<file path="config.mk">
export PLATFORM = sky130hd
export DESIGN_NAME = mhnt_update
export DESIGN_NICKNAME = d
export VERILOG_FILES = /design/src/sv/mhnt_pkg.sv /design/src/sv/mhnt_update.sv
export SDC_FILE = /design/constraint.sdc
export NUM_CORES = 1
export LEC_CHECK = 0
export ABC_AREA = 1
export CAP_MARGIN = 30
export CORE_ASPECT_RATIO = 1.2
export CORE_MARGIN = 2
export CORE_UTILIZATION = 40
export DETAILED_ROUTE_END_ITERATION = 10
export DONT_BUFFER_PORTS = 1
export GPL_TIMING_DRIVEN = 0
export SLEW_MARGIN = 20
export SYNTH_ARGS = -nofsm -noshare
export SYNTH_HDL_FRONTEND = slang
export SYNTH_SLANG_ARGS = --single-unit
</file>
<file path="constraint.sdc">
create_clock -name vclk -period 3.2
set_input_delay 0.64 -clock vclk [all_inputs]
set_output_delay 0.64 -clock vclk [all_outputs]
set_load 0.02 [all_outputs]
</file>
<file path="src/sv/mhnt_pkg.sv">
`timescale 1ns / 1ps
`default_nettype none

package mhnt_pkg;

  localparam int unsigned CfgDataBits = 8;
  localparam int unsigned CfgAddrBits = 2;

  localparam logic [3:0] CmdNoteOff = 4'h8;
  localparam logic [3:0] CmdNoteOn  = 4'h9;

  typedef enum logic [CfgAddrBits-1:0] {
    REG_FILTER_CHANNEL = 2'd0,
    REG_START_NOTE     = 2'd1,
    REG_KEY_COUNT      = 2'd2,
    REG_COLOR_VELOCITY = 2'd3
  } reg_idx_e;

  typedef struct packed {
    logic       kind;
    logic       long_message;
    logic [7:0] status;
    logic [6:0] note;
    logic [6:0] velocity;
  } in_t;

  typedef struct packed {
    logic [6:0] key_index;
    logic       set_color;
    logic       default_color;
    logic [6:0] color_velocity_out;
    logic       repaint_color;
    logic       press_changed;
    logic       pressed;
  } out_t;

  typedef struct packed {
    logic signed [4:0] filter_channel;
    logic [6:0]        start_note;
    logic [7:0]        key_count;
    logic              color_velocity;
  } cfg_t;

  // Write enables for the two counter stores.
  typedef struct packed {
    logic cnt_we;
    logic refs_we;
  } store_we_t;

endpackage

`default_nettype wire

</file>
<file path="src/sv/mhnt_update.sv">
`timescale 1ns / 1ps
`default_nettype none

module mhnt_update import mhnt_pkg::*; #(
  parameter int unsigned COUNT_BITS = 8
) (
  input  wire logic                  valid_i,
  input  wire logic [7:0]            status_i,
  input  wire logic [6:0]            note_i,
  input  wire logic [6:0]            velocity_i,
  input  wire cfg_t                  cfg_i,
  input  wire logic [COUNT_BITS-1:0] cnt_i,
  input  wire logic [COUNT_BITS-1:0] refs_i,
  output logic      [COUNT_BITS-1:0] cnt_o,
  output logic      [COUNT_BITS-1:0] refs_o,
  output store_we_t                  we_o,
  output logic                       emit_o,
  output out_t                       result_o
);

  localparam logic [COUNT_BITS-1:0] CountMax = {COUNT_BITS{1'b1}};
  localparam logic [COUNT_BITS-1:0] CountOne = COUNT_BITS'(1);

  logic                  on;
  logic                  pass;
  logic                  changed;
  logic                  set_c;
  logic                  def_c;
  logic                  in_range;
  logic [6:0]            diff;
  logic [COUNT_BITS-1:0] refs_after;

  always_comb begin
    on   = (velocity_i != 7'd0) && (status_i[7:4] == CmdNoteOn);
    pass = cfg_i.filter_channel[4] || (cfg_i.filter_channel[3:0] == status_i[3:0]);

    cnt_o        = cnt_i;
    refs_o       = refs_i;
    we_o.cnt_we  = 1'b0;
    we_o.refs_we = 1'b0;
    changed      = 1'b0;

    if (on) begin
      if (cnt_i != CountMax) begin
        cnt_o       = cnt_i + CountOne;
        we_o.cnt_we = valid_i;
      end
      if (pass && (refs_i != CountMax)) begin
        refs_o       = refs_i + CountOne;
        we_o.refs_we = valid_i;
        changed      = (refs_i == '0);
      end
    end else if (cnt_i != '0) begin
      cnt_o       = cnt_i - CountOne;
      we_o.cnt_we = valid_i;
      if (pass && (refs_i != '0)) begin
        refs_o       = refs_i - CountOne;
        we_o.refs_we = valid_i;
        changed      = (refs_i == CountOne);
      end
    end

    refs_after = we_o.refs_we ? refs_o : refs_i;

    diff     = note_i - cfg_i.start_note;
    in_range = (note_i >= cfg_i.start_note) && ({1'b0, diff} < cfg_i.key_count);

    set_c = cfg_i.color_velocity && pass && (on || (refs_after == '0));
    def_c = set_c && !on;

    emit_o = valid_i && in_range && (set_c || changed);

    result_o.key_index          = diff;
    result_o.set_color          = set_c;
    result_o.default_color      = def_c;
    result_o.color_velocity_out = (set_c && !def_c) ? velocity_i : 7'd0;
    result_o.repaint_color      = set_c && !changed;
    result_o.press_changed      = changed;
    result_o.pressed            = changed && on;
  end

endmodule

`default_nettype wire

</file>
Word-level counts from Yosys, hierarchy flattened:

Cells that the tools add are included.

* $add $sub $neg: 5
* magnitude comparators: 2
* equal/unequal tests: 5
* multiplexer cells: 18
* reductions and logical operators: 23

Operators by type and width (number)
* 2-to-1 mux 8 bit: 8
* adder 8 x 1 -> 8 bit, second input constant: 2
* zero test 8 bit: 2
* inequality test 8 bit, second input constant: 2
* nonzero test 8 bit: 2
* subtractor 8 x 1 -> 8 bit, second input constant: 2
* logical AND 1 bit: 12
* == test 8 x 1 -> 1 bit, second input constant: 1
* less-than comparator 7 x 8 -> 1 bit: 1
* >= comparator 7 bit: 1
* 2-to-1 mux 1 bit: 7
* 2-to-1 mux 7 bit: 1
* nonzero test 7 bit: 1
* subtractor 7 bit: 1
* == test 4 bit: 1
* == test 4 bit, second input constant: 1
* 2-to-1 mux 2 bit: 2
* zero test 1 bit: 3
* logical OR 1 bit: 3

* flip-flop bits (word level): 0
* input bits: 60

Depth between registers and ports, before layout:

Gate-level depths: netlist (run 1).

* word-level depth: 14
* gate-level depth with buffers: 19
* depth with buffers taken out: 17

Least setup slack after synthesis (run 1):

OpenSTA, ideal clock, no wires.

* path type: input to output
* start: input port note_i[0]
* end: output port emit_o
* arrival: 2.776 ns
* required time: 2.560 ns
* setup slack: -0.216 ns
* stages on the path: 16
* cell sequence: inv_1 ha_1 inv_1 fa_1 nand3_1 nand3_1 a21oi_1 nor2_1 nor2_1 xnor2_1 ha_1 inv_1 a21oi_1 nor2_1 o211ai_1 a21oi_2

RTL lines
* from (decl): RTL line mhnt_update.sv:9 `input wire logic [6:0] note_i,`
* to (decl): RTL line mhnt_update.sv:17 `output logic emit_o,`

==> impl_summary.md, run 1 <==
Run status
The flow ran to the end, but the final reports show violations. The checks that failed: negative setup slack.

Setup path
The delay contributed by the slowest stage of the critical path is 0.35 ns. The count of buffering cells on the critical path with inverters included is 3. The largest delay contributor family on the critical path is adder cells. The critical path capture point is emit_o. The worst setup path is captured at a primary output. The data arrival at the endpoint of the critical path is between 2 and 3 ns.

The critical path goes through inv_12 -> ha_4 -> inv_2 -> fa_2 -> nand3_2 -> nand3_4 -> a21oi_2 -> nor2_1 -> nor2_2 -> xnor2_4 -> ha_1 -> inv_1 -> a21oi_1 -> nor2_1 -> o211ai_1 -> a21oi_2. The path length in cells of the critical path is 16. The source of the critical timing path is note_i[0]. The critical path is of the input pin to primary output type. The peak fanout along the critical path is 2.

The endpoint required time on the critical path is 2.56 ns. The slowest stage of the critical path belongs to the cell fa_2. The worst setup path is launched from an input pin.

Placed design
The number of buffers inserted by port buffering is 0. The number of cells after detailed placement is 369. The estimated wirelength of the detail-placed design is about 3.8 mm. The final estimated routing congestion in global placement is 0.841.

Global route
The most utilized layer in the global route result is met2. The via count of the first global-routing pass was 1,797. The global route total overflow is 0.

The global-route wire length before repair is 7.65 mm. For met3 alone, demand over resource in global routing was 2.81%. The number of antenna violations at the first check in global routing was 0. The global-route total usage across every layer is between 10% and 20%. Global routing consumed, on the met1 layer, between 20% and 30% of the routing resources. The largest net degree at the start of global routing is 11.

The met2 track utilization from global routing is 35.5%.

Routing
The via density per instance is 4.98. The count of nets left with antenna violations once routing finished came out at 0. The first detailed-routing pass ran for 4 iterations.

Wires add up to 4.52 mm. The remaining design rule violation count is 0. After detailed routing, the average wire length per cell comes to 12.1 um. The DRC violation total after the first TritonRoute iteration is 59.

The via total after detailed routing is around 1,900.

Die
The die covers between 4000 and 5000 um2. The initialized floorplan defines 26 standard-cell rows. From left edge to right edge, the die measures around 64 um. The initial utilization of the core area, before any placement, comes to 41.4%. The I/O pin total is 98. The die is roughly 76 um tall. The area of the core is ~4200 um2.

Synth
Summing every instance area after synthesis gives 1750 um2. Counting every net in the synthesized netlist gives between 300 and 400. After synthesis, the mean cell area works out to 5.60 um2. The number of library cell types mapped by synthesis is 35. The register area share after synthesis is 0%. The Yosys step of the flow raised 0 warnings. Counting every instance in the synthesized netlist gives 313.

Timing
In the post-route analysis, the smallest setup slack over all paths is -0.243 ns. The achievable clock frequency is 290 MHz. Setup repair after global routing could not meet its margin everywhere. The minimum period implied by the final worst setup slack is 3.44 ns. The ratio of final minimum period to clock period is 108%. The final count of pins violating max slew is 0. The hold violation count in the final report is 0. The transition time at the pin with the least slew margin is around 0.73 ns. The number of failing setup endpoints in the final timing report is 1. The max-slew headroom at the worst pin is between 50% and 60%.

Cells and area
Relative to the synthesized area, the layout overhead comes to 16.3%. For this run, the post-layout net count is 401. Clock buffers in the final layout number 0. The filler cells instantiated in the layout total roughly 470.

The non-filler instance count after layout is 374. The repair_antennas step left the layout with diodes totalling 0. The number of flip-flops and latches is 0. The register cell area after layout is 0 um2. The ratio of cells with drive above 1 in the final layout is approximately a quarter.

Power and ir drop
Summing internal, switching and leakage power gives about 300 uW. The peak supply drop is between 0.0001 and 0.00015 V. For this design the static power due to leakage is 1.06 nW. The total power divided by cell area is 148 nW/um2.

Hold path
The min-delay analysis places its worst path in the category input pin to primary output.

Run
The total of max-cap violations is 0.

Clocking
The number of hold buffers added after CTS was 0.
logic make-up (layout without fill, tap and decap cells):
family,Yosys count,in the layout,share of synthesized area (%)
AO/OA/AOI/OAI,35,35,11.5
XOR/XNOR,13,13,6.50
adder cells (fa/ha/maj),21,21,15.4
buffers and inverters,83,88,19.1
AND/OR/NAND/NOR,161,161,47.5
per-stage QoR:
step	setup slack (ns)	hold WS, ns	utilization, %	TNS (ns)	area [um2]
finish	-0.243	1.40	48.2	-0.243	2040
global route	-0.387	1.41	48.2	-0.387	2040
CTS	-0.279	1.40	45.7	-0.279	1930
detailed placement	-0.337	1.40	43.6	-0.337	1850
global placement	-0.320	1.40	43.6	-0.320	1850
floorplan	-0.115	1.40	-	-0.115	1780
placed cells by master (no fill, tap or decap), types with 2 or more instances in the layout:
cell        count
ha_1           15
nand3_1        17
clkinvlp_4      3
nor2_1         25
nand3_2         7
nand2_4         3
xor2_1          9
buf_4           9
nand4_1         7
a21oi_2         4
nor2_2         11
nor2_4          6
a21oi_1        10
inv_2          12
nor3_1          8
nand3_4         2
clkinv_1        2
ha_2            2
o32ai_1         2
nand2_2        10
o21ai_1         4
ha_4            3
o21ai_0         9
o22ai_1         2
inv_1          58
nand2_1        60
synthesized netlist by cell type:
library cell / number / area (um2)
o32ai_1: 2 / 17.5
nor2_2: 7 / 43.8
nor2_4: 5 / 56.3
inv_1: 67 / 251
nand3b_1: 1 / 7.51
ha_1: 20 / 250
inv_2: 9 / 33.8
clkinv_1: 2 / 7.51
nand3_2: 6 / 60.1
buf_4: 4 / 30.0
nor3_1: 8 / 40.0
a21oi_1: 13 / 65.1
o21ai_2: 1 / 8.76
nand4_1: 7 / 43.8
o21ai_1: 2 / 10.0
nand4_2: 1 / 12.5
nand3_4: 1 / 17.5
buf_6: 1 / 11.3
xor2_1: 11 / 96.3
o22ai_1: 2 / 12.5
nand2_1: 61 / 229
o311ai_0: 1 / 8.76
and2_1: 1 / 6.26
fa_1: 1 / 20.0
a211oi_1: 1 / 7.51
or2_2: 1 / 6.26
xnor2_1: 2 / 17.5
o211ai_1: 1 / 7.51
nor3_4: 1 / 16.3
a21oi_2: 1 / 8.76
nor2_1: 30 / 113
nand2_2: 10 / 62.6
o21ai_0: 11 / 55.1
nand3_1: 19 / 95.1
nand2_4: 2 / 22.5
worst min-delay path by stage:
stage | from | cells past startpoint | endpoint | slack [ns]
after global routing | velocity_i[5] | 2 | result_o[8] | 1.41
after CTS | velocity_i[3] | 2 | result_o[6] | 1.40
after detailed placement | velocity_i[3] | 2 | result_o[6] | 1.40
final | velocity_i[3] | 2 | result_o[6] | 1.40
after global placement | velocity_i[1] | 2 | result_o[4] | 1.40
after floorplan | velocity_i[0] | 2 | result_o[3] | 1.40
cell type report:
type                       count  area [um2]  area share [%]
inverter                      78         327            16.0
timing repair buffer           5        37.5            1.84
multi-input combinational    230        1560            76.7
buffer                         5        41.3            2.03
tap                           56        70.1            3.44
report_power, final:
| part | internal (mW) | switching [mW] | total (mW) |
|---|---|---|---|
| Combinational | 0.110 | 0.191 | 0.301 |
| Sequential | 0 | 0 | 0 |
| Clock | 0 | 0 | 0 |
| Total | 0.110 | 0.191 | 0.301 |
repair_timing:
action                                  in CTS  in global routing
cloned                                       0                  0
buffers inserted                             3                  2
gates resized for setup                     15                 23
pin swaps                                   13                 15
endpoints found under the setup margin       1                  4
metal layers:
layer | wire length [um] | share of wire [%] | vias to the layer above
met5 | 0 | 0 | -
met4 | 14 | 0.31 | 0
met3 | 318 | 7.0 | 2
met2 | 2400 | 53 | 69
met1 | 1780 | 39 | 811
li1 | - | - | 982
Note: power is estimated with default switching activity, not from simulation.
==> run 2, diff against run 1 <==
==> constraint.sdc (replaced) <==
create_clock -name vclk -period 2.8
set_input_delay 0.56 -clock vclk [all_inputs]
set_output_delay 0.56 -clock vclk [all_outputs]
set_load 0.02 [all_outputs]
==> impl_summary.md, run 2 (synthesized netlist as in run 1, its figures left out) <==
Run status
Run status: complete, but fails checks (unchanged). Violations in the final reports: negative setup slack (unchanged).

Placed design
The number of buffers inserted by port buffering is 0 (unchanged). The final estimated routing congestion in global placement is 0.841 (unchanged). The placement-stage cell area is 1850 um2 (unchanged). The estimated wirelength of the detail-placed design is 3.80 mm (unchanged).

Cells and area
Leading cell types in the layout, fill and taps excluded: 51 x inv_1, 50 x nand2_1, 26 x buf_4 (was 60 x nand2_1, 58 x inv_1, 25 x nor2_1). The number of flip-flops and latches was 0 (unchanged). The antenna diode count is 0 (unchanged).

The leading cell type in the layout, fill and taps excluded is inv_1 (was nand2_1). The utilization after layout is 58.8% (was 48.2%). The area growth from synthesis to layout is 42.1% (was 16.3%).

The final non-filler cell area is 2490 um2 (was 2040 um2). The ratio of cells with drive above 1 in the final layout is 41.0% (was 26.4%). The post-layout net count came to 422 (was 401). The clock buffer count was 0 (unchanged). The register cell area after layout is 0 um2 (unchanged).

Global route
The global-route wire length before repair is 8.38 mm (was 7.65 mm). The number of antenna violations at the first check in global routing is 0 (unchanged). The global-route total usage across every layer is 20.2% (was 18.3%). The largest net degree at the start of global routing is 11 (unchanged). The via count of the first global-routing pass is 1,952 (was 1,797). The global route total overflow is 0 (unchanged).

Setup path
The critical-path cell with the highest stage delay is fa_2 (unchanged). The peak fanout along the critical path is 2 (unchanged). CP cell instances: inv_12 -> ha_4 -> inv_2 -> fa_2 -> nand3_2 -> nand3_4 -> a21oi_2 -> nor2_1 -> nor2_2 -> xnor2_4 -> ha_1 -> inv_1 -> a21oi_1 -> nor2_1 -> o211ai_1 -> a21oi_2 (unchanged). The critical path class was input pin to primary output (unchanged). The nature of the critical path startpoint is an input pin (unchanged). The endpoint required time on the critical path was 2.24 ns (was 2.56 ns).

The count of buffering cells on the critical path with inverters included is 3 (unchanged). The data arrival at the endpoint of the critical path is 2.72 ns (was 2.80 ns). The largest delay contributor family on the critical path was adder cells (unchanged). The delay contributed by the slowest stage of the critical path is 0.35 ns (about the same). The endpoint kind of the worst setup timing path is a primary output (unchanged).

Timing
The post-route worst hold slack is 1.24 ns (was 1.40 ns). RSZ-0062 raised after global routing: yes (unchanged). The hold violation count in the final report is 0 (unchanged).

The sum of negative setup slack is -0.483 ns (was -0.243 ns). The number of failing setup endpoints in the final timing report is 1 (unchanged). The achievable clock frequency is 305 MHz.

The transition time at the pin with the least slew margin is 0.660 ns (was 0.728 ns). The worst path setup slack after routing is -0.483 ns (was -0.243 ns). The minimum period implied by the final worst setup slack is 3.28 ns. The final count of pins violating max slew is 0 (unchanged). The max-slew headroom at the worst pin is 55.5% (was 51.3%). After layout, the worst path uses 117% of the clock period.

Routing
The via density per instance is 5.03 (was 4.98). The remaining design rule violation count is 0 (unchanged). The detailed-route wire length is 5.16 mm (was 4.52 mm). The number of optimization iterations in the first detailed-route pass is 4 (unchanged). The via total after detailed routing is 1,986 (was 1,864). The DRC violation total after the first TritonRoute iteration is 67 (was 59). The final routed wire length divided by cell count came to 13.1 um (was 12.1 um).

The remaining antenna violation count is 0 (unchanged).

Die
The area of the core came to 4230 um2 (unchanged). The die span in y is 76.5 um (unchanged). The die width is 64.4 um (unchanged). The I/O pin total is 98 (unchanged). The initial core utilization came to 41.4% (unchanged).

The die outline area was 4930 um2 (unchanged). The number of core rows is 26 (unchanged).

Run
The total of max-cap violations came to 0 (unchanged).

Power and ir drop
The static leakage was 1.19 nW (was 1.06 nW). The total power divided by cell area is 162 nW/um2 (was 148 nW/um2). The peak supply drop is 0.000142 V (was 0.000124 V).

Hold path
The class of the most critical hold timing path is input pin to primary output (unchanged).
-- run 2: cell count changes in the layout (fill, tap and decap cells not counted), sizes merged --
cell,previous run,this run
inv,73,72
clkinv,2,1
buf,10,30
clkinvlp,3,5
clkbuf,0,1
-- run 2: power by group --
group	switching, mW	internal, mW
clock network	0	0
logic	0.243	0.160
registers	0	0
-- run 2: final cells by class --
cell class | instances | area [um2]
tap | 56 | 70.1
fill | 422 | 1740
inverter | 78 | 342
buffer | 5 | 52.6
multi-input combinational | 230 | 1810
timing repair buffer | 26 | 216
-- run 2: layer usage --
layer | wire [um] | up-vias | track usage, %
met5 | 0 | - | 0
met4 | 14 | 0 | 1.06
met3 | 364 | 2 | 3.25
met2 | 2880 | 80 | 40.6
met1 | 1900 | 872 | 22.4
li1 | - | 1032 | -
-- run 2: final timing paths --
| path | startpoint | end | depth (start not counted) |
|---|---|---|---|
| hold / removal | velocity_i[0] | result_o[3] | 2 |
| setup / recovery | note_i[0] | emit_o | 16 |
-- run 2: timing repair --
item | in CTS | in global routing
pin swaps | 40 | 51
setup buffers | 17 | 8
gates cloned | 0 | 1
hold buffers | 0 | 0
gates resized for setup | 51 | 51
setup endpoints to repair | 5 | 6
-- run 2: stage by stage --
stage | setup slack, ns | power (mW) | instances
floorplan | -0.355 | 0.257 | 313
global placement | -0.560 | 0.291 | 369
detailed placement | -0.577 | 0.296 | 369
CTS | -0.519 | 0.346 | 386
global route | -0.627 | 0.447 | 395
finish | -0.483 | 0.404 | 395
